[src/rtl/adsr_pkg.sv]
// adsr_pkg: shared widths, codes, register indexes and item types
// for the adsr envelope level block; no dependencies
`default_nettype none
package adsr_pkg;

  localparam int TIME_W    = 32;
  localparam int TICK_W    = 24;
  localparam int LVL_W     = 16;
  localparam int PROD_W    = TICK_W + LVL_W;
  localparam int Q_W       = LVL_W;
  localparam int DIV_STAGES = Q_W;
  localparam int CFG_IDX_W  = 3;
  localparam int CFG_DATA_W = TICK_W;
  localparam int QDEPTH     = 2;
  localparam int QPTR_W     = 1;
  localparam int QCNT_W     = 2;

  localparam logic [LVL_W-1:0] LEVEL_ONE = 16'h8000;

  localparam logic [CFG_IDX_W-1:0] REG_ATTACK  = 3'd0;
  localparam logic [CFG_IDX_W-1:0] REG_DECAY   = 3'd1;
  localparam logic [CFG_IDX_W-1:0] REG_SUSTAIN = 3'd2;
  localparam logic [CFG_IDX_W-1:0] REG_RELEASE = 3'd3;
  localparam logic [CFG_IDX_W-1:0] REG_PEAK    = 3'd4;
  localparam logic [CFG_IDX_W-1:0] REG_FLOOR   = 3'd5;

  typedef enum logic [2:0] {
    PH_ATTACK  = 3'd0,
    PH_DECAY   = 3'd1,
    PH_SUSTAIN = 3'd2,
    PH_RELEASE = 3'd3,
    PH_SILENT  = 3'd4
  } phase_t;

  typedef enum logic [1:0] {
    SEG_ATTACK  = 2'd0,
    SEG_DECAY   = 2'd1,
    SEG_SUSTAIN = 2'd2
  } seg_t;

  typedef struct packed {
    logic [TICK_W-1:0] attack;
    logic [TICK_W-1:0] decay;
    logic [LVL_W-1:0]  sustain;
    logic [TICK_W-1:0] release_t;
    logic [LVL_W-1:0]  peak;
    logic [LVL_W-1:0]  floor_l;
  } cfg_t;

  // classified item handed from front to back
  typedef struct packed {
    logic              silent;
    logic              held;
    seg_t              seg;
    logic              zero_att;
    logic [TICK_W-1:0] mul_a;
    logic [TICK_W-1:0] rel_e;
  } item_t;

  typedef struct packed {
    logic push;
    logic full;
    logic empty;
  } qstat_t;

endpackage
`default_nettype wire

[src/rtl/adsr_front.sv]
// adsr_front: takes tick times, forms ages and classifies the segment
// depends on adsr_pkg
`default_nettype none
module adsr_front (
  input  wire logic                        clk,
  input  wire logic                        rst_n,
  input  wire logic                        in_valid,
  input  wire logic [adsr_pkg::TIME_W-1:0] in_now,
  input  wire logic [adsr_pkg::TIME_W-1:0] in_on,
  input  wire logic [adsr_pkg::TIME_W-1:0] in_off,
  input  wire adsr_pkg::cfg_t              cfg,
  output logic                             out_valid,
  output adsr_pkg::item_t                  out_item
);
  import adsr_pkg::*;

  logic              v1_r;
  logic [TIME_W-1:0] age_r;
  logic [TIME_W-1:0] e_r;
  logic              held_r;
  logic              neg_r;
  logic              v2_r;
  item_t             item_r;

  logic              held;
  logic [TIME_W-1:0] d;
  logic              att_le;
  logic              dec_ok;
  item_t             item_nxt;

  assign held = in_on > in_off;

  always_ff @(posedge clk) begin
    if (!rst_n) begin
      v1_r <= 1'b0;
      v2_r <= 1'b0;
    end else begin
      v1_r <= in_valid;
      v2_r <= v1_r;
    end
    age_r  <= held ? in_now - in_on : in_off - in_on;
    e_r    <= (in_now > in_off) ? in_now - in_off : '0;
    held_r <= held;
    neg_r  <= in_now < in_on;
    item_r <= item_nxt;
  end

  assign d      = age_r - TIME_W'(cfg.attack);
  assign att_le = age_r <= TIME_W'(cfg.attack);
  assign dec_ok = (d <= TIME_W'(cfg.decay)) && (cfg.decay != '0);

  always_comb begin
    item_nxt.held     = held_r;
    item_nxt.zero_att = cfg.attack == '0;
    item_nxt.rel_e    = e_r[TICK_W-1:0];
    // notes not yet started and released notes past the release ramp are silent
    item_nxt.silent   = neg_r | (!held_r & ((cfg.release_t == '0) |
                        (e_r >= TIME_W'(cfg.release_t))));
    if (att_le) begin
      item_nxt.seg   = SEG_ATTACK;
      item_nxt.mul_a = age_r[TICK_W-1:0];
    end else if (dec_ok) begin
      item_nxt.seg   = SEG_DECAY;
      item_nxt.mul_a = d[TICK_W-1:0];
    end else begin
      item_nxt.seg   = SEG_SUSTAIN;
      item_nxt.mul_a = '0;
    end
  end

  assign out_valid = v2_r;
  assign out_item  = item_r;

endmodule
`default_nettype wire

[config.mk]
export PLATFORM = sky130hd
export DESIGN_NAME = adsr_front
export DESIGN_NICKNAME = d
export VERILOG_FILES = /design/src/rtl/adsr_pkg.sv /design/src/rtl/adsr_front.sv
export SDC_FILE = /design/constraint.sdc
export NUM_CORES = 1
export LEC_CHECK = 0
export BUFFER_PORTS_ARGS = -buffer_cell sky130_fd_sc_hd__buf_2
export CAP_MARGIN = 0
export CORE_AREA = 2 2 136 172
export DETAILED_ROUTE_END_ITERATION = 6
export DIE_AREA = 0 0 138 174
export HOLD_SLACK_MARGIN = 0.12
export PLACE_DENSITY = 0.76
export SYNTH_ARGS = -nofsm -noshare
export SYNTH_HDL_FRONTEND = slang
export SYNTH_SLANG_ARGS = --single-unit
[constraint.sdc]
create_clock -name clk -period 4.45 [get_ports clk]
set_input_delay 0.2225 -clock clk [delete_from_list [all_inputs] [get_ports clk]]
set_output_delay 0.2225 -clock clk [all_outputs]
set_load 0.1 [all_outputs]
== Word level (Yosys, flattened, before mapping) ==
Index checks and enable logic that the tools add are counted.

* Bits in registers: 121
* Word-level logic and storage cells: 34
* Output and inout port bits: 54

* Reduce and logical (&&, ||, !) cells: 5
* $add $sub $neg: 4
* Bitwise gates (word level): 3
* Order comparisons: 6
* Muxes and demuxes: 4

{| class="wikitable"
|+ Operators by type and width
! cell !! number
|-
| $sub 32x32->32 || 3
|-
| $gt 32x32->1 || 2
|-
| $le 32x24->1 || 2
|-
| $logic_not 24->1 || 2
|-
| $mux 24 || 2
|-
| $ge 32x24->1 || 1
|-
| $lt 32x32->1 || 1
|-
| $mux 32 || 1
|-
| $sub 32x24->32 || 1
|-
| $reduce_bool 24->1 || 1
|-
| $mux 2 || 1
|-
| $or 1x1->1 || 2
|-
| $and 1x1->1 || 1
|-
| $logic_and 1x1->1 || 1
|-
| $logic_not 1->1 || 1
|}

== Depth between registers and ports, before layout ==
Gate-level depths: netlist of the first run.

* Depth in word-level cells: 5
* Gate-level depth with buffers: 22

== Worst setup path after synthesis of the first run ==
OpenSTA, ideal clock, no wires.

* Path type: reg-to-reg
* From: register age_r[0]
* To: register item_r, in the netlist out_item[50]
* Stages on the path, launching flop included: 22
* Clock period less this slack: 4.299 ns
* Path buffers: 1
* Slack: 0.151 ns
* Arrival: 4.186 ns
* Path through: dfxtp_1 > inv_1 > ha_1 > inv_1 > fa_1 > a211oi_1 > o21ai_1 > a31oi_2 > o211ai_1 > a21oi_1 > o21ai_0 > a31oi_1 > xnor2_1 > ha_1 > nand4_1 > or2_2 > or3_1 > a21oi_1 > o2111ai_1 > nand4b_4 > buf_6 > and2_4

* Cells in the longest elaborated chain, start to end: 4

{| class="wikitable"
|+ RTL lines
! element !! line !! RTL
|-
| start: declaration || adsr_front.sv:18 || <nowiki>logic [TIME_W-1:0] age_r;</nowiki>
|-
| start signal: assignment || adsr_front.sv:41 || <nowiki>age_r <= held ? in_now - in_on : in_off - in_on;</nowiki>
|-
| $sub 32x24->32 || adsr_front.sv:48 || <nowiki>assign d = age_r - TIME_W'(cfg.attack);</nowiki>
|-
| $le 32x24->1 || adsr_front.sv:50 || <nowiki>assign dec_ok = (d <= TIME_W'(cfg.decay)) && (cfg.decay != '0);</nowiki>
|-
| $logic_and 1x1->1 || adsr_front.sv:50 ||
|-
| $mux 2 || adsr_front.sv:62 || <nowiki>end else if (dec_ok) begin</nowiki>
|-
| end signal: assignment || adsr_front.sv:45 || <nowiki>item_r <= item_nxt;</nowiki>
|-
| end: declaration || adsr_front.sv:23 || <nowiki>item_t item_r;</nowiki>
|}

Several ways; a longest one is shown, not always the timed one.
A chain may end at the register's enable or synchronous reset.

==> results of run 1 <==
cell families after synthesis:
group,after synthesis
compound gates,419
buf+inv,190
mux,9
xor+xnor,95
flops,121
fa+ha+maj,172
simple gates,405
state kept, by name, indices dropped and copies added, names as in the netlist:
name       flops
age_r         32
e_r           32
held_r         1
neg_r          1
out_item      53
out_valid      1
v1_r           1
timing repair:
item                                    CTS  global route
endpoints found under the setup margin   26            26
buffers inserted                          5             2
hold endpoints to repair                  3             0
hold buffers                              6             0
gates cloned                              2             0
pin swaps                                16            28
resized for setup                        20            17
worst register-to-register path: cells and delay by family (launching register included):
| family | cells | cell delay (ps) |
|---|---|---|
| AOI/OAI and AO/OA | 8 | 1510 |
| xor gates and xnor gates | 1 | 180 |
| adders and majority gates | 2 | 630 |
| buffers and inverters | 1 | 250 |
| DFF | 1 | 340 |
| and+or+nand+nor | 6 | 1410 |
synthesized netlist by cell type, types with 3 or more instances:
cell type                     n
sky130_fd_sc_hd__a21boi_0     3
sky130_fd_sc_hd__ha_1       168
sky130_fd_sc_hd__mux2i_1      7
sky130_fd_sc_hd__a21o_1      75
sky130_fd_sc_hd__or3_1        7
sky130_fd_sc_hd__nor2_1      93
sky130_fd_sc_hd__a211o_1      4
sky130_fd_sc_hd__o21ai_2     18
sky130_fd_sc_hd__o21bai_1     9
sky130_fd_sc_hd__xnor2_1     52
sky130_fd_sc_hd__nor3_1      29
sky130_fd_sc_hd__fa_1         4
sky130_fd_sc_hd__clkbuf_1    27
sky130_fd_sc_hd__or2_2        3
sky130_fd_sc_hd__nand2_1    119
sky130_fd_sc_hd__dfxtp_1    121
sky130_fd_sc_hd__nand3_1     25
sky130_fd_sc_hd__xor2_1      43
sky130_fd_sc_hd__buf_2        4
sky130_fd_sc_hd__a221oi_1     4
sky130_fd_sc_hd__o21ai_0     66
sky130_fd_sc_hd__a211oi_1     9
sky130_fd_sc_hd__o211ai_1    12
sky130_fd_sc_hd__o21ai_1     27
sky130_fd_sc_hd__o21a_1      15
sky130_fd_sc_hd__nor3b_1      4
sky130_fd_sc_hd__inv_1      155
sky130_fd_sc_hd__o31a_1       6
sky130_fd_sc_hd__o2111ai_1    5
sky130_fd_sc_hd__nand4_1     24
sky130_fd_sc_hd__and3_1      14
sky130_fd_sc_hd__o31ai_1      5
sky130_fd_sc_hd__and2_1       9
sky130_fd_sc_hd__a31oi_1     16
sky130_fd_sc_hd__a21oi_1    110
sky130_fd_sc_hd__nor4_1      24
sky130_fd_sc_hd__a311oi_1     3
sky130_fd_sc_hd__and4_1       6
sky130_fd_sc_hd__nand3b_1     4
sky130_fd_sc_hd__nand2b_1    15
sky130_fd_sc_hd__nor2b_1     17
worst paths after layout:
kind / endpoint / slack (ps) / startpoint / cells after the start
min reg2reg: out_item[17] / 360 / e_r[17] / 0
max reg2reg: out_item[24] / 70 / age_r[1] / 18
min: neg_r / 150 / in_now[31] / 3
max: out_item[24] / 70 / age_r[1] / 18
per-stage QoR:
stage / setup TNS [ps] / utilization / hold slack [ps] / power, mW
after floorplan: 0 / - / 331 / 3.24
after global placement: 0 / 0.560 / 352 / 3.89
after detailed placement: -4150 / 0.560 / 347 / 3.92
after CTS: -0.669 / 0.596 / 133 / 5.42
after global routing: -2160 / 0.601 / 153 / 5.81
final: 0 / 0.601 / 154 / 5.48
power by group through the flow:
stage	Combinational [mW]	Sequential, mW	Clock [mW]
2_1_floorplan	1.59	1.64	0
3_3_place_gp	2.50	1.39	0
3_5_place_dp	2.54	1.38	0
4_1_cts	2.61	1.37	1.44
5_1_grt	2.94	1.39	1.49
6_report	2.69	1.37	1.42
final cells by class:
| type | count | area (sq um) |
|---|---|---|
| clock inverters | 9 | 113 |
| repair buffers | 264 | 1500 |
| inverters | 156 | 586 |
| well taps | 288 | 360 |
| fillers | 2100 | 8980 |
| multi-input cells | 1100 | 8030 |
| flip-flops and latches | 121 | 2420 |
| clock buffers | 23 | 498 |
per-layer routing:
metal / wire, um / part of all wire / up-vias / global-route usage
met4: 1450 / 0.044 / 4 / 0.134
met5: 19 / 0.00057 / - / 0
li1: - / - / 5552 / -
met1: 14100 / 0.42 / 5059 / 0.321
met2: 15900 / 0.48 / 398 / 0.463
met3: 1930 / 0.058 / 91 / 0.0532
layout by cell type (no fill, tap or decap), drive strengths merged, types with 4 or more instances in the layout:
cell           n
and4           6
a221oi         6
o21bai         9
o31ai          5
nor4          24
nand2        119
nor2b         18
o21a          15
a21oi        111
nand2b        15
a211oi         9
and2          10
mux2i          7
fa             4
a21o          75
or2            4
dfxtp        121
nand3         25
dlygate4sd3    6
buf          257
inv          156
a211o          4
o2111ai        5
and3          14
xor2          43
o21ai        111
nor3b          4
xnor2         52
a21boi         5
a31oi         17
nand4         24
clkbuf        24
o31a           6
nor3          29
nor2          93
clkinvlp       4
or3            8
nand3b         5
o211ai        13
ha           168
==> flow_results.org, run 1 <==
** Floorplan
- Overall die area :: 24000 sq um
- Core area :: 22500 sq um
- IO Count :: 273
- Starting utilization of the core area :: 0.491
- In this run the vertical extent of the chip is 174 um.
- Row generation in the floorplan step produced 62 rows.
- Die width :: around 140 um

** STA
- The smallest clock period supported by the final layout is computed as 4380 ps.
- Number of setup violations in the final report :: 0
- Unrepaired setup endpoints after global routing :: yes
- Final hold violations :: 0
- Setup slack closes at 74.6 ps.
- Worst slew margin relative to its limit :: 0.392
- Between clock sinks in the finished design, the worst skew comes to 10.7 ps.
- For the pin with the worst max-slew slack, the measured transition is 911 ps.
- The final-report max-slew violation count came to 0.
- Fraction of the cycle the final worst path needs :: 0.983
- Based on the critical path, the design can be clocked at up to 229 MHz.

** CTS
- Number of buffers on the longest clock path :: 2
- Number of clock sinks :: between 100 and 150
- In this run the number of H-tree levels came out at 4.
- CTS clk-pin slew, worst paths :: 60 ps
- The later pin in the worst-skew pair is clocked with a latency of 430 ps.
- TritonCTS created 17 clock buffers.
- Clock root buffer master :: sky130_fd_sc_hd__clkbuf_16
- TritonCTS clock tree :: yes

** GRT
- All-Layer GR Usage :: 0.269
- Entering global routing, the biggest net connects 52 pins.
- The via count of the first global-routing pass came to 10800.
- After global routing the overflow that remains totals 0.
- Antenna violations before repair :: 2
- The first global-routing pass estimated ~53000 um of wire.

** Yosys
- After technology mapping, the gate count stands at 1411.
- Post-Syn Area per Cell :: 7.83 sq um
- The number of different library cells used by synthesis comes to between 80 and 90.
- Syn Std Cell Area :: 11100 sq um
- Largest area contributor in the synthesized netlist :: sky130_fd_sc_hd__dfxtp_1
- Post-synthesis share of cell area spent on full adders, half adders and majority gates :: 0.197
- Of all flip-flops after synthesis, the portion carrying an async set or reset was 0.
- Yosys mapped a number of flops with a built-in enable equal to 0.
- Counting flops and latches in the post-synthesis netlist gives between 100 and 150.
- Of the total synthesized cell area, the portion taken by XOR and XNOR cells is 0.0753.
- After synthesis, the cell types taking the most area are sky130_fd_sc_hd__dfxtp_1, sky130_fd_sc_hd__ha_1, sky130_fd_sc_hd__inv_1.
- Count of synthesis-stage warnings from yosys :: 0
- Synthesized netlist net count :: approximately 1800
- Top_reg_cell synth :: sky130_fd_sc_hd__dfxtp_1
- Of the synthesized area, sequential elements account for 0.219.
- The post-synthesis compound-gate area fraction was 0.251.
- Basic-gate share of the synthesized area counting and, or, nand and nor cells :: 0.182
- Share of cell area taken by muxes after synthesis :: 0.00838
- The share of synthesized area in the top cell type comes to 0.219.
- By area, the combinational part of the netlist is dominated by compound AO/OA/AOI/OAI gates.

** Final layout
- The finished cells cover 13500 sq um.
- Relative to the synthesized area, the layout overhead comes to 22.3%.
- Post-layout nets :: 2051
- Leaving out filler cells and counting taps, the final layout contains 1961.
- The number of antenna diodes in the final layout is 0.
- Ratio of cells with drive above 1 in the final layout :: 0.210

** Power and ir drop
- Internal power comes to between 3 and 4 mW.
- Of the total power, combinational logic draws 0.491.
- Of the total power, registers draw 0.250.
- Of the total power, the share spent switching nets is 0.417.
- Summed over all nets, the switching power comes to between 2 and 2.5 mW.
- Dividing total power by cell area gives a power density of 405 nW/um^2.
- Clock network power share :: 0.259
- Worst vdd ir :: between 0.2 and 0.3 mV
- Leakage power of the design :: 6.98 nW

** Critical path
- Maximum fanout encountered on the critical timing path :: 6
- The slowest stage of the critical path belongs to the cell sky130_fd_sc_hd__or3_4.
- Crit Path Category :: register to register
- Critical path arrival :: 4720 ps
- Capturing element type of the critical path :: register
- The signal on the critical path passes through ha_1, nor2b_4, o31a_1, o21ai_2, nand3b_2, a221oi_4, o21ai_2, a21o_1, xor2_1, ha_1, nand4_1, or2_4, or3_4, a21oi_4, o2111ai_2, nand4b_4, buf_12, o22ai_4.
- Family with the most delay on the worst path :: compound AO/OA/AOI/OAI gates
- Data on the critical path is required at its endpoint by 4800 ps.
- Number of buffer and inverter stages on the critical path :: 1
- Largest stage delay, worst path :: 380 ps
- Startpoint type of the worst setup path :: register

** Placement
- Once placement completed, the tool counted placed cells totaling 1914.
- Port buffer count :: 224
- At the end of routability-driven placement, the weighted congestion stood at 0.978.
- Setup slack at placement :: -197 ps
- Detailed placement finished with a half-perimeter wire length of roughly 27000 um.
- After detailed placement, the total cell area comes to 12600 sq um.

** Outcome
- The run finished with clean final reports.

** Route
- WL/cell :: about 17 um
- Total DRC errors in the routed layout :: 0
- Summed over all layers, the routed wires come to ~33000 um.
- The detail route stage leaves a number of antenna-violating nets equal to 0.
- Starting DRT DRC Count :: 712
- Dividing the detail-routed via count by the number of cells gives 5.66.
- The routed layout has 11100 vias.
- The first TritonRoute pass finished after 5 iterations.

** Min path
- Min-delay worst type :: input pin to register

** Flow run
- The tool flagged a number of max-cap violations equal to 0.
Note: power is estimated with default switching activity, not from simulation.
==> run 2: changes to the inputs <==
Settings changed: CORE_AREA 2 2 136 172 to 2 2 152 191, CTS_CLUSTER_DIAMETER set to 100, DIE_AREA 0 0 138 174 to 0 0 154 193, PLACE_DENSITY 0.76 to 0.63.
==> run 2 against run 1 <==
- hold slack lost 17 ps
- critical path depth grew 2
- non-clock buffer count shrank 4
- global-route usage shrank 4.8 points
- final area is essentially flat
- core utilization shrank 12 points
- combinational power is essentially flat
- critical endpoint is now out_item[50]
- highest routed layer unchanged
==> flow_results.org, run 2 (synthesized netlist as in run 1, its figures left out) <==
** STA
- Slew Viols, Final :: 0 (unchanged)
- The relative slew slack is 0.385 (-0.00708).
- The final hold violation count was 0 (unchanged).
- The highest clock frequency the design can meet was 226 MHz (-1.1%).
- The ratio of final minimum period to clock period was 0.995 (+0.0113).
- Final setup TNS :: 0 ps (unchanged)
- The actual slew at the worst max-slew pin is 922 ps (+10.6 ps).
- Setup repair after global routing could not meet its margin everywhere.
- Number of setup violations in the final report :: 0 (unchanged)
- The time the worst path needs with I/O delays and setup is 4430 ps (+50.2 ps).
- Layout Skew :: 14.9 ps (+4.21 ps)

** Critical path
- Crit Path Category :: register to register
- The maximum net fanout on the critical path was 5 (-1).
- The data arrival time of the worst path came to 4740 ps (+20 ps).
- Largest stage delay, worst path :: 440 ps (+60 ps)
- The worst setup path is launched from a register.
- Number of buffer and inverter stages on the critical path :: 4 (+3)
- Reg2reg setup slack :: 20 ps (-50 ps)
- Required time worst endpoint :: 4770 ps (-30 ps)
- Family with the most delay on the worst path :: simple AND/OR/NAND/NOR gates
- The largest individual stage delay along the critical path comes from the cell sky130_fd_sc_hd__or3_4.
- The worst setup path is captured at a register.
- Cell chain of the critical path :: inv_2, ha_4, inv_2, fa_2, a211oi_4, o21ai_2, a31oi_2, o211ai_1, a21oi_2, buf_4, xnor2_2, ha_1, nand4_1, or3_4, or3_4, a21oi_2, o2111ai_1, nand4b_4, buf_6, and2_4

** Final layout
- The number of flip-flops in the largest register came to 53 (unchanged).
- Ratio of cells with drive above 1 in the final layout :: 0.207 (-0.00309)
- The number of diodes added for antenna fixing came to 0 (unchanged).
- Most common library cell in the layout ignoring fill and taps :: sky130_fd_sc_hd__buf_2
- The top cell types in the final layout, fill and taps aside, are sky130_fd_sc_hd__buf_2, sky130_fd_sc_hd__ha_1, sky130_fd_sc_hd__inv_1.
- The final layout net count is 2047 (-0.20%).
- Non-filler instance count after layout :: 2024 (+3.2%)
- Area growth syn-to-layout :: 22.4% (about the same)

** CTS
- The number of buffers created by CTS was 17 (unchanged).
- The number of H-tree branching levels is 4 (unchanged).
- Worst skew pair latency :: 430 ps (about the same)
- Number of clock sinks :: 121 (unchanged)
- TritonCTS built the clock tree.
- The clock edge transition at the registers on the reported setup and hold paths came to 60 ps (about the same).
- The tree is rooted in a sky130_fd_sc_hd__clkbuf_16.
- The maximum buffer depth of the clock tree is 2 (unchanged).

** Placement
- The global placer's final weighted congestion is 0.961 (-1.8%).
- Port buffer count :: 224 (unchanged)
- Cell total after placement :: 1979 (+3.4%)
- Half-perimeter wire length of the detailed placement result :: 27900 um (+3.1%)

** Power and ir drop
- Clock network power share :: 0.255 (-0.004)
- The sequential cell fraction of total power was 0.253 (+0.003).
- The internal portion of total power came to 3.14 mW (-1.6%).
- Share of total power consumed by net switching :: 0.421 (+0.00341)
- Net switching power figure :: 2.28 mW (-0.25%)
- Worst vdd ir :: 0.299 mV (+2.4%)
- The overall power after layout was 5.42 mW (-1.1%).
- The power per standard cell area is 401 nW/um^2 (-1.1%).
- Leakage power of the design :: 6.97 nW (-0.28%)
- Logic pwr share :: 0.492 (about the same)

** GRT
- Global route overflow :: 0 (unchanged)
- The number of antenna violations at the first check in global routing was 1 (-1).
- The via count of the first global-routing pass is 10400 (-3.6%).
- The first-pass GRT wire length came to 52400 um (-1.0%).
- Maximum number of pins on one net before global-route repair :: 41 (-21%)
- All-Layer GR Usage :: 0.221 (-0.0483)

** Route
- The via density per instance came to 5.35 (-5.4%).
- Total via count in the routed design :: 10800 (-2.4%)
- Detailed-routing iteration count for the pre-antenna-repair pass :: 5 (unchanged)
- The DRC violation total after the first TritonRoute iteration came to 506 (-29%).
- WL/cell :: 16.8 um (-1.6%)
- The DRC violation count after routing was 0 (unchanged).
- Final Routed Wirelength :: 33900 um (+1.6%)
- Post-detailed-route count of antenna-violating nets :: 0 (unchanged)

** Flow run
- The number of maximum-capacitance violations came to 0 (unchanged).

** Floorplan
- The overall die height is 193 um (+11%).
- Core area :: 28100 sq um (+25%)
- The overall die area is 29700 sq um (+24%).
- Starting utilization of the core area :: 0.394 (-0.0974)
- Die width :: 154 um (+12%)
- Number of placement rows :: 69 (+11%)
- IO Count :: 273 (unchanged)

** Min path
- In this run the worst hold path is classified as input pin to register.

** Outcome
- The run finished with clean final reports.
==> run 2: cell types whose count changed in the layout (fill, tap and decap cells not counted), moves of 2 or more <==
cell / change
sky130_fd_sc_hd__a211oi_2: -2
sky130_fd_sc_hd__buf_6: +2
sky130_fd_sc_hd__o21ai_2: +2
sky130_fd_sc_hd__clkinv_2: +3
sky130_fd_sc_hd__o21ai_1: -2
sky130_fd_sc_hd__clkbuf_8: -3
sky130_fd_sc_hd__buf_4: -5
==> run 2: tightest hold or removal path, delay by kind of cell <==
kind / cells / cell delay, ps
adders and majority gates: 1 / 120
buffers and inverters: 1 / 90
muxes: 1 / 80
==> run 2: repair_timing <==
action | CTS | global route
resized for setup | 2 | 32
pin swaps | 0 | 36
endpoints found under the setup margin | 26 | 26
hold endpoints to repair | 3 | 0
setup buffers | 0 | 4
hold buffers | 6 | 0
cloned | 0 | 3
==> run 2: metal layers <==
layer	GRT usage	share of wire	vias up	wire [um]
li1	-	-	5534	-
met1	0.269	0.43	4923	14600
met2	0.385	0.48	322	16400
met3	0.0422	0.054	56	1850
met4	0.0909	0.029	2	992
met5	0	0.00038	-	13
==> run 2: layout make-up <==
cell class              count  area [sq um]
flip-flops and latches    121          2420
clock buffers              21           460
repair buffers            260          1470
clock inverters            11           120
fillers                  2742         14500
inverters                 156           586
well taps                 355           444
multi-input cells        1100          8020
==> run 2: through the flow <==
step	setup WS (ps)	hold slack (ps)	util	instance area [sq um]
finish	24.4	137	0.482	13500
global route	-182	135	0.482	13500
CTS	40.7	123	0.474	13300
detailed placement	-117	345	0.451	12700
global placement	-19.2	348	0.451	12700
floorplan	151	331	-	11100
==> run 2: power groups by stage <==
stage,Sequential [mW],Combinational [mW],Clock [mW]
3_5_place_dp,1.39,2.53,0
6_report,1.37,2.67,1.38
2_1_floorplan,1.64,1.59,0
5_1_grt,1.39,2.93,1.46
3_3_place_gp,1.39,2.49,0
4_1_cts,1.37,2.55,1.42
==> run 2: final timing paths <==
check             startpoint            to  cells after the start
setup / recovery    age_r[0]  out_item[50]                     20
hold / removal      in_on[0]      age_r[0]                      3
hold reg to reg      e_r[22]  out_item[22]                      0
setup reg to reg    age_r[0]  out_item[50]                     20
