--- config.mk ---
export PLATFORM = sky130hd
export DESIGN_NAME = adsr_queue
export DESIGN_NICKNAME = d
export VERILOG_FILES = /design/src/rtl/adsr_pkg.sv /design/src/rtl/adsr_queue.sv
export SDC_FILE = /design/constraint.sdc
export NUM_CORES = 1
export LEC_CHECK = 0
export ABC_CLOCK_PERIOD_IN_PS = 2900
export CAP_MARGIN = 20
export CORE_MARGIN = 2
export CORE_UTILIZATION = 35
export CTS_BUF_LIST = sky130_fd_sc_hd__clkbuf_16
export DETAILED_ROUTE_END_ITERATION = 12
export DONT_BUFFER_PORTS = 1
export GPL_ROUTABILITY_DRIVEN = 1
export SYNTH_ARGS = -nofsm -noshare
export SYNTH_HDL_FRONTEND = slang
export SYNTH_SLANG_ARGS = --single-unit
--- constraint.sdc ---
create_clock -name clk -period 2.9 [get_ports clk]
set_input_delay 0.29 -clock clk [delete_from_list [all_inputs] [get_ports clk]]
set_output_delay 0.29 -clock clk [all_outputs]
set_load 0.01 [all_outputs]
--- src/rtl/adsr_pkg.sv ---
// adsr_pkg: shared widths, codes, register indexes and item types
// for the adsr envelope level block; no dependencies
`default_nettype none
package adsr_pkg;

  localparam int TIME_W    = 32;
  localparam int TICK_W    = 24;
  localparam int LVL_W     = 16;
  localparam int PROD_W    = TICK_W + LVL_W;
  localparam int Q_W       = LVL_W;
  localparam int DIV_STAGES = Q_W;
  localparam int CFG_IDX_W  = 3;
  localparam int CFG_DATA_W = TICK_W;
  localparam int QDEPTH     = 2;
  localparam int QPTR_W     = 1;
  localparam int QCNT_W     = 2;

  localparam logic [LVL_W-1:0] LEVEL_ONE = 16'h8000;

  localparam logic [CFG_IDX_W-1:0] REG_ATTACK  = 3'd0;
  localparam logic [CFG_IDX_W-1:0] REG_DECAY   = 3'd1;
  localparam logic [CFG_IDX_W-1:0] REG_SUSTAIN = 3'd2;
  localparam logic [CFG_IDX_W-1:0] REG_RELEASE = 3'd3;
  localparam logic [CFG_IDX_W-1:0] REG_PEAK    = 3'd4;
  localparam logic [CFG_IDX_W-1:0] REG_FLOOR   = 3'd5;

  typedef enum logic [2:0] {
    PH_ATTACK  = 3'd0,
    PH_DECAY   = 3'd1,
    PH_SUSTAIN = 3'd2,
    PH_RELEASE = 3'd3,
    PH_SILENT  = 3'd4
  } phase_t;

  typedef enum logic [1:0] {
    SEG_ATTACK  = 2'd0,
    SEG_DECAY   = 2'd1,
    SEG_SUSTAIN = 2'd2
  } seg_t;

  typedef struct packed {
    logic [TICK_W-1:0] attack;
    logic [TICK_W-1:0] decay;
    logic [LVL_W-1:0]  sustain;
    logic [TICK_W-1:0] release_t;
    logic [LVL_W-1:0]  peak;
    logic [LVL_W-1:0]  floor_l;
  } cfg_t;

  // classified item handed from front to back
  typedef struct packed {
    logic              silent;
    logic              held;
    seg_t              seg;
    logic              zero_att;
    logic [TICK_W-1:0] mul_a;
    logic [TICK_W-1:0] rel_e;
  } item_t;

  typedef struct packed {
    logic push;
    logic full;
    logic empty;
  } qstat_t;

endpackage
`default_nettype wire

--- src/rtl/adsr_queue.sv ---
// adsr_queue: short queue between front and back
// depends on adsr_pkg
`default_nettype none
module adsr_queue (
  input  wire logic            clk,
  input  wire logic            rst_n,
  input  wire logic            push,
  input  wire adsr_pkg::item_t push_item,
  input  wire logic            pop,
  output logic                 head_valid,
  output adsr_pkg::item_t      head_item,
  output adsr_pkg::qstat_t     stat
);
  import adsr_pkg::*;

  item_t             mem_r [QDEPTH];
  logic [QPTR_W-1:0] wr_ptr_r;
  logic [QPTR_W-1:0] rd_ptr_r;
  logic [QCNT_W-1:0] cnt_r;
  logic              do_pop;

  assign do_pop = pop && (cnt_r != '0);

  always_ff @(posedge clk) begin
    if (!rst_n) begin
      wr_ptr_r <= '0;
      rd_ptr_r <= '0;
      cnt_r    <= '0;
    end else begin
      if (push) wr_ptr_r <= wr_ptr_r + 1'b1;
      if (do_pop) rd_ptr_r <= rd_ptr_r + 1'b1;
      cnt_r <= cnt_r + QCNT_W'(push) - QCNT_W'(do_pop);
    end
    if (push) mem_r[wr_ptr_r] <= push_item;
  end

  assign head_valid = cnt_r != '0;
  assign head_item  = mem_r[rd_ptr_r];
  assign stat.push  = push;
  assign stat.full  = cnt_r == QCNT_W'(QDEPTH);
  assign stat.empty = cnt_r == '0;

endmodule
`default_nettype wire

---- Yosys cells after proc, flatten, opt, wreduce, memory -nomap -nowiden ----
Memory sizes are Yosys's and may differ from the RTL's. A register that Yosys moved wholly into a read port is not among the register bits.
Index checks and enable logic that the tools add are counted.
word-level totals
  register bits ........................... 4
  latch bits .............................. 0
  memory bits (writable) .................. 106
  ROM bits ................................ 0
  bits of input ports ..................... 57
  output and inout bits ................... 57
  word-level logic and storage cells ...... 16
  memories ................................ 1
operators by class
  add/subtract/negate cells ............... 4
  $mul .................................... 0
  divide/modulo/power cells ............... 0
  $lt $le $gt $ge ......................... 0
  eq/ne operators ......................... 1
  shifts and indexed selects .............. 0
  muxes and demuxes ....................... 4
  bitwise logic cells ..................... 0
  reductions and logical operators ........ 3
memories
  name   depth  bits a word  read ports  clocked after Yosys merged registers in  wr ports  RTL line          RTL
  mem_r  2      53           1           1                                        1         adsr_queue.sv:16  item_t mem_r [QDEPTH];
operators with widths
  cell                                         number
  two-way mux 1 bit                            4
  adder 1 bit (second input constant)          2
  adder 2 x 1 -> 2 bit                         1
  equality test 2 bit (second input constant)  1
  logical NOT 2 bit                            1
  nonzero test 2 bit                           1
  subtractor 2 x 1 -> 2 bit                    1
  logical AND 1 bit                            1

---- Depth between registers and ports, before layout ----
Gate-level depths: netlist (run 1).
  depth after elaboration ................. 4
  mapped depth ............................ 6
  depth with buffers taken out ............ 6

---- Worst setup path after synthesis (run 1) ----
No wires, ideal clock.
  kind .................................... flip-flop to flip-flop
  from .................................... reg wr_ptr_r
  to ...................................... mem mem_r[0][0] (netlist bit), enable pin
  setup time .............................. 0.471 ns
  arrival ................................. 2.693 ns
  required time ........................... 2.429 ns
  setup slack ............................. -0.264 ns
  cell stages (with the launch flop) ...... 2
  path buffers ............................ 0
  clock period less this slack ............ 3.164 ns
  path through ............................ dfxtp_1 > nor2b_1
RTL lines
  item                      RTL line          RTL
  start: declaration        adsr_queue.sv:17  logic [QPTR_W-1:0] wr_ptr_r;
  start signal: assignment  adsr_queue.sv:30  if (push) wr_ptr_r <= wr_ptr_r + 1'b1;
  end: declaration          adsr_queue.sv:16
Straight into the memory's write port.

==> reports/metrics.csv, run 1 <==
stage,metric,value,unit
place,total instance count after detailed placement,355,
sta,Worst Hold Slack,0.0324,ns
place,IO Port Bufs,0,
job,MaxCap Viol Count,0,
die,floorplan die width,115,um
route,routed length per placed instance,17.3,um
yosys,part of the Yosys area used for sequential elements,0.758,
cells_and_area,post-route core utilization,0.399,
global_routing,global router's overall resource usage,0.102,
yosys,biggest area contributors in the synthesized netlist,"sky130_fd_sc_hd__edfxtp_1 (73%), sky130_fd_sc_hd__mux2_4 (17%), sky130_fd_sc_hd__buf_12 (2.3%)",
cells_and_area,sequential cell area in the final layout,3290,um^2
die,core area,12100,um^2
sta,count of endpoints failing setup in the final report,0,
sta,Worst slew margin,0.536,
cells_and_area,number of nets at the end of the flow,257,
route,final antenna-violating net count,0,
global_routing,initial antenna violation count,0,
sta,Least-Margin Pin Slew,0.696,ns
worst_hold_path,worst hold path type,input pin to register,
yosys,distinct cell type count after synthesis,17,
worst_setup_path,CP peak stage delay,0.61,ns
clock_tree,Setup Buffers After CTS,0,
global_routing,total congestion overflow after global routing,0,
yosys,synthesized area per cell,22.8,um^2
yosys,area of the mapped netlist,4330,um^2
cells_and_area,Multi-input gate area,930,um^2
worst_hold_path,number of stages on the worst hold path,0,
die,Die Ht,115,um
clock_tree,buffer cell driving the clock tree root,sky130_fd_sc_hd__clkbuf_16,
yosys,total number of yosys warnings,0,
yosys,cell type with the largest total area after synthesis,sky130_fd_sc_hd__edfxtp_1,
yosys,synthesized net count,249,
clock_tree,clock sink count,111,
die,starting density of the core,0.359,
route,M1 WL,2360,um
worst_setup_path,Startpoint Class,register,
yosys,share of the synthesized area in the top cell type,0.734,
worst_setup_path,CP Depth,2,
clock_tree,count of instances resized after the clock tree is built,0,
die,floorplan die area,13300,um^2
cells_and_area,"commonest cells after routing, fill and taps aside","sky130_fd_sc_hd__edfxtp_1 (106), sky130_fd_sc_hd__mux2_4 (50), sky130_fd_sc_hd__clkbuf_16 (9)",
route,number of vias per cell,4.38,
global_routing,number of global-route vias before repair,1692,
yosys,synthesized netlist cell count,190,
worst_setup_path,Crit Path Class,register to primary output,
power_and_ir_drop,power density over the cells,811,nW/um^2
route,Pre-antenna DRT Iters,4,
route,number of DRC violations after detailed-routing iteration 0,141,
route,uppermost metal layer occupied by signal nets,met4,
worst_setup_path,peak fanout along the critical path,33,
clock_tree,number of buffers added to fix hold violations after cts,0,
global_routing,pin count of the biggest net entering global routing,34,
clock_tree,clock slew at reported path FFs,0.07,ns
clock_tree,clk buf depth,2,
route,WL met3,742,um
worst_setup_path,CP Cell Sequence,"buf_12, mux2_2",
cells_and_area,"commonest non-fill, non-tap cell in the layout",sky130_fd_sc_hd__edfxtp_1,
clock_tree,clock tree from TritonCTS,done,
cells_and_area,post-synthesis to final-layout area growth,10.9,%
cells_and_area,Layout Cells excl Fill,371,
power_and_ir_drop,maximum vdd drop,0.360,mV
route,total met2 wirelength after detailed routing,3190,um
route,Post-Route WL,6430,um
route,total number of vias,1624,
worst_setup_path,worst path required time,2.61,ns
cells_and_area,Ant. Diodes,0,
place,final weighted congestion of routability-driven global placement,0.610,
sta,setup repair after global routing missed its margin,false,
sta,summed negative setup slack over all endpoints,0,ns
cells_and_area,number of filler cells placed in the layout,1079,
place,DP HPWL,4210,um
die,count of boundary I/O pins,114,
worst_setup_path,slowest cell on the critical path,sky130_fd_sc_hd__dfxtp_4,
worst_setup_path,endpoint arrival time on the critical path,1.72,ns
sta,Fin. Hold Viols,0,
clock_tree,number of levels the H-tree was split into,3,
clock_tree,Skew-Pair Late Insertion Delay,0.35,ns
outcome,status,"finished, final reports clean",
worst_setup_path,number of buffer and inverter stages on the critical path,1,
die,cell row count,40,
cells_and_area,layout cell share with drive strength beyond 1,0.369,
sta,number of max-slew violations in the final report,0,
yosys,flop and latch count out of synthesis,111,
sta,fraction of the cycle the final worst path needs,0.692,
route,DRC Markers,0,
clock_tree,number of buffers created by CTS,9,
global_routing,wire length of the first global-routing pass,9610,um
power_and_ir_drop,Tot Pwr,3.90,mW
worst_setup_path,critical path's top delay family,flip-flops,
sta,Tmin final,2.01,ns
sta,worst clock skew,0.00512,ns
worst_setup_path,count of cells along the worst register-to-register path,2,
sta,timing-limited maximum frequency,498,MHz
power_and_ir_drop,Lkg Pwr,1.67,nW
worst_setup_path,CP Capture Type,primary output,
## power by group
part           switching, mW  internal [mW]  leakage, nW
Combinational          0.313          0.366        0.479
Clock                  0.524          0.750        0.154
Sequential            0.0784           1.87         1.04
Total                  0.915           2.98         1.67
## worst paths after layout
path              endpoint          from  slack [ns]
min reg2reg       register      rd_ptr_r        0.48
min            mem_r[0][8]  push_item[8]        0.03
max          head_item[45]      register        0.89
max reg2reg   mem_r[1][19]      wr_ptr_r        1.26
## cell families after synthesis
family / Yosys count / synth area share
AO/OA/AOI/OAI: 2 / 0.00346
AND/OR/NAND/NOR: 9 / 0.0124
multiplexers: 55 / 0.186
flip-flops: 111 / 0.758
buffers and inverters: 10 / 0.0300
XOR/XNOR: 1 / 0.00520
adder cells (fa/ha/maj): 2 / 0.00577
## metrics by stage
stage	cell area, um^2	worst slack, ns
2_1_floorplan	4340	0.761
3_3_place_gp	4490	1.25
3_5_place_dp	4490	1.24
4_1_cts	4810	0.839
5_1_grt	4810	0.802
6_report	4810	0.893
## metal layers
layer  GRT usage  vias up
met2       0.157       70
li1            -      753
met1       0.106      792
met3      0.0633        9
met5           0        -
met4      0.0627        0
## state kept, by name, indices dropped and copies added (netlist names), named ones only
| register | count |
|---|---|
| wr_ptr_r | 1 |
| rd_ptr_r | 1 |
| cnt_r | 2 |
| mem_r | 106 |
## worst reg2reg max path, cell delays in order (launching register included)
cell and delay, ns:
sky130_fd_sc_hd__dfxtp_1 0.39, sky130_fd_sc_hd__and2_2 0.62, sky130_fd_sc_hd__buf_12 0.31
## cells in the mapped netlist
cell,number
sky130_fd_sc_hd__inv_1,3
sky130_fd_sc_hd__mux2_4,50
sky130_fd_sc_hd__ha_1,2
sky130_fd_sc_hd__and2_1,2
sky130_fd_sc_hd__edfxtp_1,106
sky130_fd_sc_hd__xnor3_1,1
sky130_fd_sc_hd__nand2b_1,1
sky130_fd_sc_hd__buf_6,1
sky130_fd_sc_hd__o21a_1,2
sky130_fd_sc_hd__dfxtp_1,5
sky130_fd_sc_hd__nand2_1,1
sky130_fd_sc_hd__buf_12,5
sky130_fd_sc_hd__nor2b_1,4
sky130_fd_sc_hd__buf_4,1
sky130_fd_sc_hd__or2_2,1
sky130_fd_sc_hd__mux2_2,3
sky130_fd_sc_hd__mux2i_1,2
## cell type report
type,count,area share
multi-input combinational,69,0.193
timing repair buffer,4,0.0115
clock inverter,7,0.0185
clock buffer,9,0.0469
inverter,3,0.00234
sequential,111,0.684
tap,168,0.0437
(Power assumes the default switching activity.)
==> run 2: changes to the inputs <==
Settings changed: ABC_AREA set to 1, ABC_CLOCK_PERIOD_IN_PS 2900 to 1700.
Clock period 2.9 ns to 1.7 ns, I/O delays scaled along.
==> run 2 against run 1 <==
Effect of this change: sequential power is 67% higher; combinational power increased by 110%; first-iteration DRC count decreased by 8.5%; cell area is 11% higher; critical endpoint is now cnt_r[1]; routed wire length grew 10%; die area is 0.14% lower; critical path type is now register to register; non-clock buffer count grew 60; power grew 66%; largest power group unchanged; largest cell class unchanged; hold slack better by 0.010 ns; global-route usage is 0.72 points higher; area after synthesis down 0.14%.
==> reports/metrics.csv, run 2 <==
stage,metric,value,unit
route,Post-Route WL,7090,um
yosys,"share of synthesized cell area in and, or, nand and nor gates",0.0179,
yosys,main combinational cell family by area after synthesis,multiplexers,
yosys,synthesized area per cell,21.3,um^2
global_routing,routing layer with the top usage in global route,met2,
yosys,XOR/XNOR Fraction of Synth Area,0,
cells_and_area,layout cell share with drive strength beyond 1,0.273,
place,DP HPWL,4360,um
cells_and_area,"commonest cells after routing, fill and taps aside","sky130_fd_sc_hd__edfxtp_1 (106), sky130_fd_sc_hd__dlygate4sd3_1 (55), sky130_fd_sc_hd__mux2_4 (50)",
die,floorplan die area,13300,um^2
sta,Least-Margin Pin Slew,0.263,ns
route,number of DRC violations after detailed-routing iteration 0,129,
clock_tree,clock tree from TritonCTS,done,
worst_setup_path,endpoint arrival time on the critical path,1.77,ns
die,starting density of the core,0.359,
yosys,fraction of the mapped netlist area in compound gates,0.00116,
yosys,async set-or-reset flop fraction in the synthesized netlist,0,
worst_setup_path,peak fanout along the critical path,3,
worst_setup_path,Startpoint Class,register,
worst_setup_path,CP Capture Type,register,
power_and_ir_drop,maximum vdd drop,0.623,mV
route,final antenna-violating net count,0,
yosys,number of flops mapped to enable cells by yosys,106,
yosys,part of the Yosys area used for sequential elements,0.759,
global_routing,pin count of the biggest net entering global routing,43,
yosys,synthesized netlist cell count,203,
die,cell row count,40,
worst_setup_path,worst path required time,1.93,ns
cells_and_area,number of nets at the end of the flow,330,
clock_tree,clk buf depth,2,
yosys,area of the mapped netlist,4330,um^2
outcome,status,"finished, final reports clean",
clock_tree,clock sink count,111,
cells_and_area,number of flip-flops under the largest register name,106,
sta,number of max-slew violations in the final report,0,
yosys,"top cells by count, synth","sky130_fd_sc_hd__edfxtp_1 (106), sky130_fd_sc_hd__mux2_4 (50), sky130_fd_sc_hd__nor2_1 (10), sky130_fd_sc_hd__inv_1 (9), sky130_fd_sc_hd__nand2_1 (8)",
power_and_ir_drop,power density over the cells,1210,nW/um^2
cells_and_area,post-synthesis to final-layout area growth,23.6,%
global_routing,wire length of the first global-routing pass,10500,um
sta,Tmin final,1.53,ns
worst_setup_path,Crit Path Class,register to register,
global_routing,global router's overall resource usage,0.109,
global_routing,GR Util met3,0.0448,
cells_and_area,"commonest non-fill, non-tap cell in the layout",sky130_fd_sc_hd__edfxtp_1,
sta,Worst slew margin,0.825,
yosys,total number of yosys warnings,0,
sta,setup repair after global routing missed its margin,false,
sta,Worst Hold Slack,0.0428,ns
sta,worst clock skew,0.00215,ns
clock_tree,count of instances resized after the clock tree is built,0,
global_routing,initial antenna violation count,0,
sta,fraction of the cycle the final worst path needs,0.902,
job,MaxCap Viol Count,0,
cells_and_area,biggest regs,"mem_r (106), cnt_r (2)",
sta,count of endpoints failing setup in the final report,0,
die,Die Ht,115,um
clock_tree,Skew-Pair Late Insertion Delay,0.34,ns
route,DRC Markers,0,
global_routing,total congestion overflow after global routing,0,
yosys,multiplexer share of the synthesized area,0.181,
clock_tree,number of levels the H-tree was split into,3,
yosys,flop and latch count out of synthesis,111,
die,floorplan die width,115,um
yosys,distinct cell type count after synthesis,13,
clock_tree,buffer cell driving the clock tree root,sky130_fd_sc_hd__clkbuf_16,
yosys,most numerous cell in the Yosys netlist,sky130_fd_sc_hd__edfxtp_1,
clock_tree,clock slew at reported path FFs,0.06,ns
clock_tree,number of buffers created by CTS,9,
global_routing,number of global-route vias before repair,2113,
place,IO Port Bufs,0,
yosys,biggest area contributors in the synthesized netlist,"sky130_fd_sc_hd__edfxtp_1 (74%), sky130_fd_sc_hd__mux2_4 (17%), sky130_fd_sc_hd__buf_12 (2.3%)",
route,routed length per placed instance,16.0,um
place,final weighted congestion of routability-driven global placement,0.693,
global_routing,global routing met2 resource utilization,0.190,
route,total number of vias,1936,
sta,Fin. Hold Viols,0,
yosys,synthesized net count,262,
cells_and_area,register ranked first by flip-flop count,mem_r,
cells_and_area,number of filler cells placed in the layout,1039,
die,count of boundary I/O pins,114,
worst_hold_path,worst hold path type,input pin to register,
yosys,Synth Area in Adders,0.00578,
power_and_ir_drop,Lkg Pwr,1.93,nW
yosys,share of the synthesized area in the top cell type,0.735,
sta,summed negative setup slack over all endpoints,0,ns
cells_and_area,Ant. Diodes,0,
yosys,cell type with the largest total area after synthesis,sky130_fd_sc_hd__edfxtp_1,
route,number of vias per cell,4.37,
route,Pre-antenna DRT Iters,4,
die,core area,12100,um^2
global_routing,global-route met1 utilization,0.111,
yosys,Main synth FF type,sky130_fd_sc_hd__edfxtp_1,
sta,timing-limited maximum frequency,652,MHz
run 2: critical path, cell delays in order (launching register included):
cell,delay [ns]
sky130_fd_sc_hd__dfxtp_1,0.33
sky130_fd_sc_hd__nor2_1,0.17
sky130_fd_sc_hd__nor2_1,0.08
sky130_fd_sc_hd__ha_1,0.28
sky130_fd_sc_hd__inv_1,0.04
sky130_fd_sc_hd__ha_1,0.18
sky130_fd_sc_hd__inv_1,0.05
sky130_fd_sc_hd__nand2_1,0.06
sky130_fd_sc_hd__a21oi_1,0.16
sky130_fd_sc_hd__nor2_1,0.07
run 2: area by class of cell:
class / count / area [um^2] / share of cell area
Timing Repair Buffer: 64 / 668 / 0.125
Sequential cell: 111 / 3290 / 0.614
Inverter: 9 / 37.5 / 0.00701
Multi-Input combinational cell: 76 / 900 / 0.168
Clock inverter: 6 / 23.8 / 0.00444
Tap cell: 168 / 210 / 0.0393
Clock buffer: 9 / 225 / 0.0421
run 2: routing by layer:
metal	share of wire	vias to the layer above	routed length [um]
met3	0.074	13	523
met5	0	-	0
met2	0.51	76	3590
met1	0.40	942	2800
li1	-	905	-
met4	0.024	0	170
run 2: repair_timing:
action | in CTS | in global routing
setup buffers | 0 | 1
endpoints found under the hold margin | 111 | 0
hold buffers | 55 | 0
endpoints found under the setup margin | 0 | 1
run 2: report_power, final:
part           internal, mW  switching, mW  total (mW)  leakage, nW
clock network         0.956          0.845        1.80        0.138
logic                 0.730          0.703        1.43        0.760
registers              3.19         0.0678        3.26         1.04
run 2: logic make-up (layout without fill, tap and decap cells):
logic type | after synthesis | after routing
simple gates | 20 | 20
flops | 111 | 111
buf+inv | 16 | 88
mux | 53 | 53
compound gates | 1 | 1
fa+ha+maj | 2 | 2
run 2: stage by stage:
stage                     power (mW)  utilization  cells  instance area [um^2]  setup slack (ns)
final                           6.49        0.444    443                  5350             0.166
after detailed placement        4.65        0.377    372                  4540             0.210
after CTS                       6.58        0.443    442                  5340            0.0255
after global routing            6.80        0.444    443                  5350            0.0892
after global placement          4.62        0.377    372                  4540             0.332
after floorplan                 4.50            -    203                  4340             0.106
run 2: final timing paths:
| check | start | to | slack, ns | cells past startpoint |
|---|---|---|---|---|
| worst max-delay path | cnt_r[0] | cnt_r[1] | 0.17 | 9 |
| worst min-delay path | pop | rd_ptr_r | 0.04 | 3 |
| worst max register to register | cnt_r[0] | cnt_r[1] | 0.17 | 9 |
| worst min register to register | rd_ptr_r | rd_ptr_r | 0.51 | 2 |
==> run 3: changes to the inputs <==
Settings changed: CELL_PAD_IN_SITES_DETAIL_PLACEMENT set to 0, CELL_PAD_IN_SITES_GLOBAL_PLACEMENT set to 1, PLACE_DENSITY_LB_ADDON set to 0.1.
==> run 3 against run 2 <==
Effect of this change: setup slack got worse by 0.053 ns; clock skew rose by 0.0016 ns; sequential share of layout area rose by 0.25 points; maximum frequency fell by 3.4%; count of clock-buffer cells in the layout did not move; core utilization fell by 0.18 points; critical path depth fell by 7; cell count fell by 0.45%; power fell by 0.24%; sequential power barely moved.
==> reports/metrics.csv, run 3 (synthesis results as in run 2) <==
stage,metric,value,unit
power_and_ir_drop,Clk pwr share,0.279,
die,floorplan die area,13300,um^2
global_routing,pin count of the biggest net entering global routing,28,
worst_setup_path,CP Capture Type,primary output,
global_routing,initial antenna violation count,0,
die,count of boundary I/O pins,114,
place,final weighted congestion of routability-driven global placement,0.629,
power_and_ir_drop,sequential cell fraction of total power,0.506,
sta,timing-limited maximum frequency,630,MHz
route,DRC Markers,0,
job,MaxCap Viol Count,0,
cells_and_area,number of flip-flops under the largest register name,106,
sta,count of endpoints failing setup in the final report,0,
route,total number of vias,1926,
power_and_ir_drop,proportion of total power due to net switching,0.249,
worst_setup_path,CP peak stage delay,0.46,ns
sta,Worst Hold Slack,0.0400,ns
sta,Least-Margin Pin Slew,0.379,ns
clock_tree,count of instances resized after the clock tree is built,0,
die,starting density of the core,0.359,
power_and_ir_drop,power density over the cells,1210,nW/um^2
clock_tree,number of levels the H-tree was split into,3,
power_and_ir_drop,internal power,4.86,mW
power_and_ir_drop,combinational share of power,0.214,
sta,setup repair after global routing missed its margin,false,
cells_and_area,biggest regs,"mem_r (106), cnt_r (2)",
power_and_ir_drop,switching power,1.61,mW
cells_and_area,Ant. Diodes,0,
global_routing,total congestion overflow after global routing,0,
power_and_ir_drop,maximum vdd drop,0.660,mV
route,final antenna-violating net count,0,
clock_tree,number of buffers created by CTS,9,
cells_and_area,number of nets at the end of the flow,328,
route,routed length per placed instance,16.1,um
die,Die Ht,115,um
global_routing,number of global-route vias before repair,2050,
worst_setup_path,slowest cell on the critical path,sky130_fd_sc_hd__dfxtp_4,
route,Pre-antenna DRT Iters,6,
sta,Fin. Hold Viols,0,
clock_tree,buffer cell driving the clock tree root,sky130_fd_sc_hd__clkbuf_16,
sta,number of max-slew violations in the final report,0,
sta,summed negative setup slack over all endpoints,0,ns
sta,Tmin final,1.59,ns
worst_setup_path,peak fanout along the critical path,25,
clock_tree,clock slew at reported path FFs,0.06,ns
power_and_ir_drop,Lkg Pwr,1.91,nW
die,cell row count,40,
die,floorplan die width,115,um
worst_setup_path,CP Cell Sequence,"buf_12, mux2_4",
cells_and_area,post-synthesis to final-layout area growth,23.2,%
cells_and_area,"commonest cells after routing, fill and taps aside","sky130_fd_sc_hd__edfxtp_1 (106), sky130_fd_sc_hd__dlygate4sd3_1 (55), sky130_fd_sc_hd__mux2_4 (50)",
global_routing,global router's overall resource usage,0.109,
outcome,status,"finished, final reports clean",
worst_setup_path,endpoint arrival time on the critical path,1.42,ns
clock_tree,Setup Buffers After CTS,0,
die,core area,12100,um^2
worst_setup_path,critical path's top delay family,flip-flops,
cells_and_area,"commonest non-fill, non-tap cell in the layout",sky130_fd_sc_hd__edfxtp_1,
route,number of vias per cell,4.37,
worst_setup_path,Crit Path Class,register to primary output,
place,DP HPWL,4870,um
cells_and_area,number of filler cells placed in the layout,1051,
place,IO Port Bufs,0,
worst_setup_path,worst path required time,1.53,ns
global_routing,wire length of the first global-routing pass,10600,um
cells_and_area,post-route core utilization,0.442,
cells_and_area,register ranked first by flip-flop count,mem_r,
worst_setup_path,Startpoint Class,register,
clock_tree,clock sink count,111,
route,number of DRC violations after detailed-routing iteration 0,81,
route,Post-Route WL,7120,um
clock_tree,clock tree from TritonCTS,done,
clock_tree,Skew-Pair Late Insertion Delay,0.33,ns
sta,worst clock skew,0.00376,ns
clock_tree,clk buf depth,2,
cells_and_area,layout cell share with drive strength beyond 1,0.278,
clock_tree,number of buffers added to fix hold violations after cts,55,
worst_setup_path,number of buffer and inverter stages on the critical path,1,
worst_hold_path,worst hold path type,input pin to register,
sta,Worst slew margin,0.748,
sta,fraction of the cycle the final worst path needs,0.934,
## run 3: changes by cell type in the layout (fill, tap and decap cells not counted)
cell	delta
sky130_fd_sc_hd__buf_4	-1
sky130_fd_sc_hd__buf_12	-1
sky130_fd_sc_hd__clkinv_2	+2
sky130_fd_sc_hd__inv_1	-3
sky130_fd_sc_hd__clkinvlp_4	+1
## run 3: through the flow
step	area [um^2]	std cells	power (mW)	setup slack (ns)
6_report	5330	441	6.47	0.112
5_1_grt	5330	441	6.80	0.0356
4_1_cts	5330	441	6.57	0.0867
3_5_place_dp	4520	371	4.64	0.208
3_3_place_gp	4520	371	4.59	0.341
2_1_floorplan	4340	203	4.50	0.106
## run 3: final timing paths
check             cells after the start  slack, ns  startpoint       endpoint
setup / recovery                      2       0.11    register  head_item[39]
hold / removal                        3       0.04         pop       register
setup reg to reg                      9       0.13    cnt_r[0]       cnt_r[1]
hold reg to reg                       2       0.52    rd_ptr_r       rd_ptr_r
## run 3: area by class of cell
cell class | instances | area (um^2) | share of cell area
timing repair buffer | 62 | 641 | 0.120
tap | 168 | 210 | 0.0394
sequential | 111 | 3290 | 0.617
clock inverter | 6 | 30.0 | 0.00563
inverter | 9 | 37.5 | 0.00704
multi-input combinational | 76 | 900 | 0.169
clock buffer | 9 | 225 | 0.0423
## run 3: worst min-delay path, cell delays in order
cell and delay [ns]:
sky130_fd_sc_hd__nand3_1 0.06, sky130_fd_sc_hd__nand2_1 0.07, sky130_fd_sc_hd__nor2_1 0.04
## run 3: routing by layer
layer  wire [um]  vias to the layer above  share of wire  track usage
li1            -                      899              -            -
met1        2800                      951           0.39        0.116
met2        3770                       66           0.53        0.192
met3         449                       10          0.063       0.0438
met4         105                        0          0.015       0.0434
met5           0                        -              0            0
## run 3: power by group through the flow
| stage | clock, mW | sequential [mW] | combinational [mW] |
|---|---|---|---|
| 2_1_floorplan | 0 | 3.29 | 1.22 |
| 3_3_place_gp | 0 | 3.33 | 1.26 |
| 3_5_place_dp | 0 | 3.34 | 1.29 |
| 4_1_cts | 1.87 | 3.28 | 1.42 |
| 5_1_grt | 2.01 | 3.30 | 1.49 |
| 6_report | 1.81 | 3.28 | 1.39 |
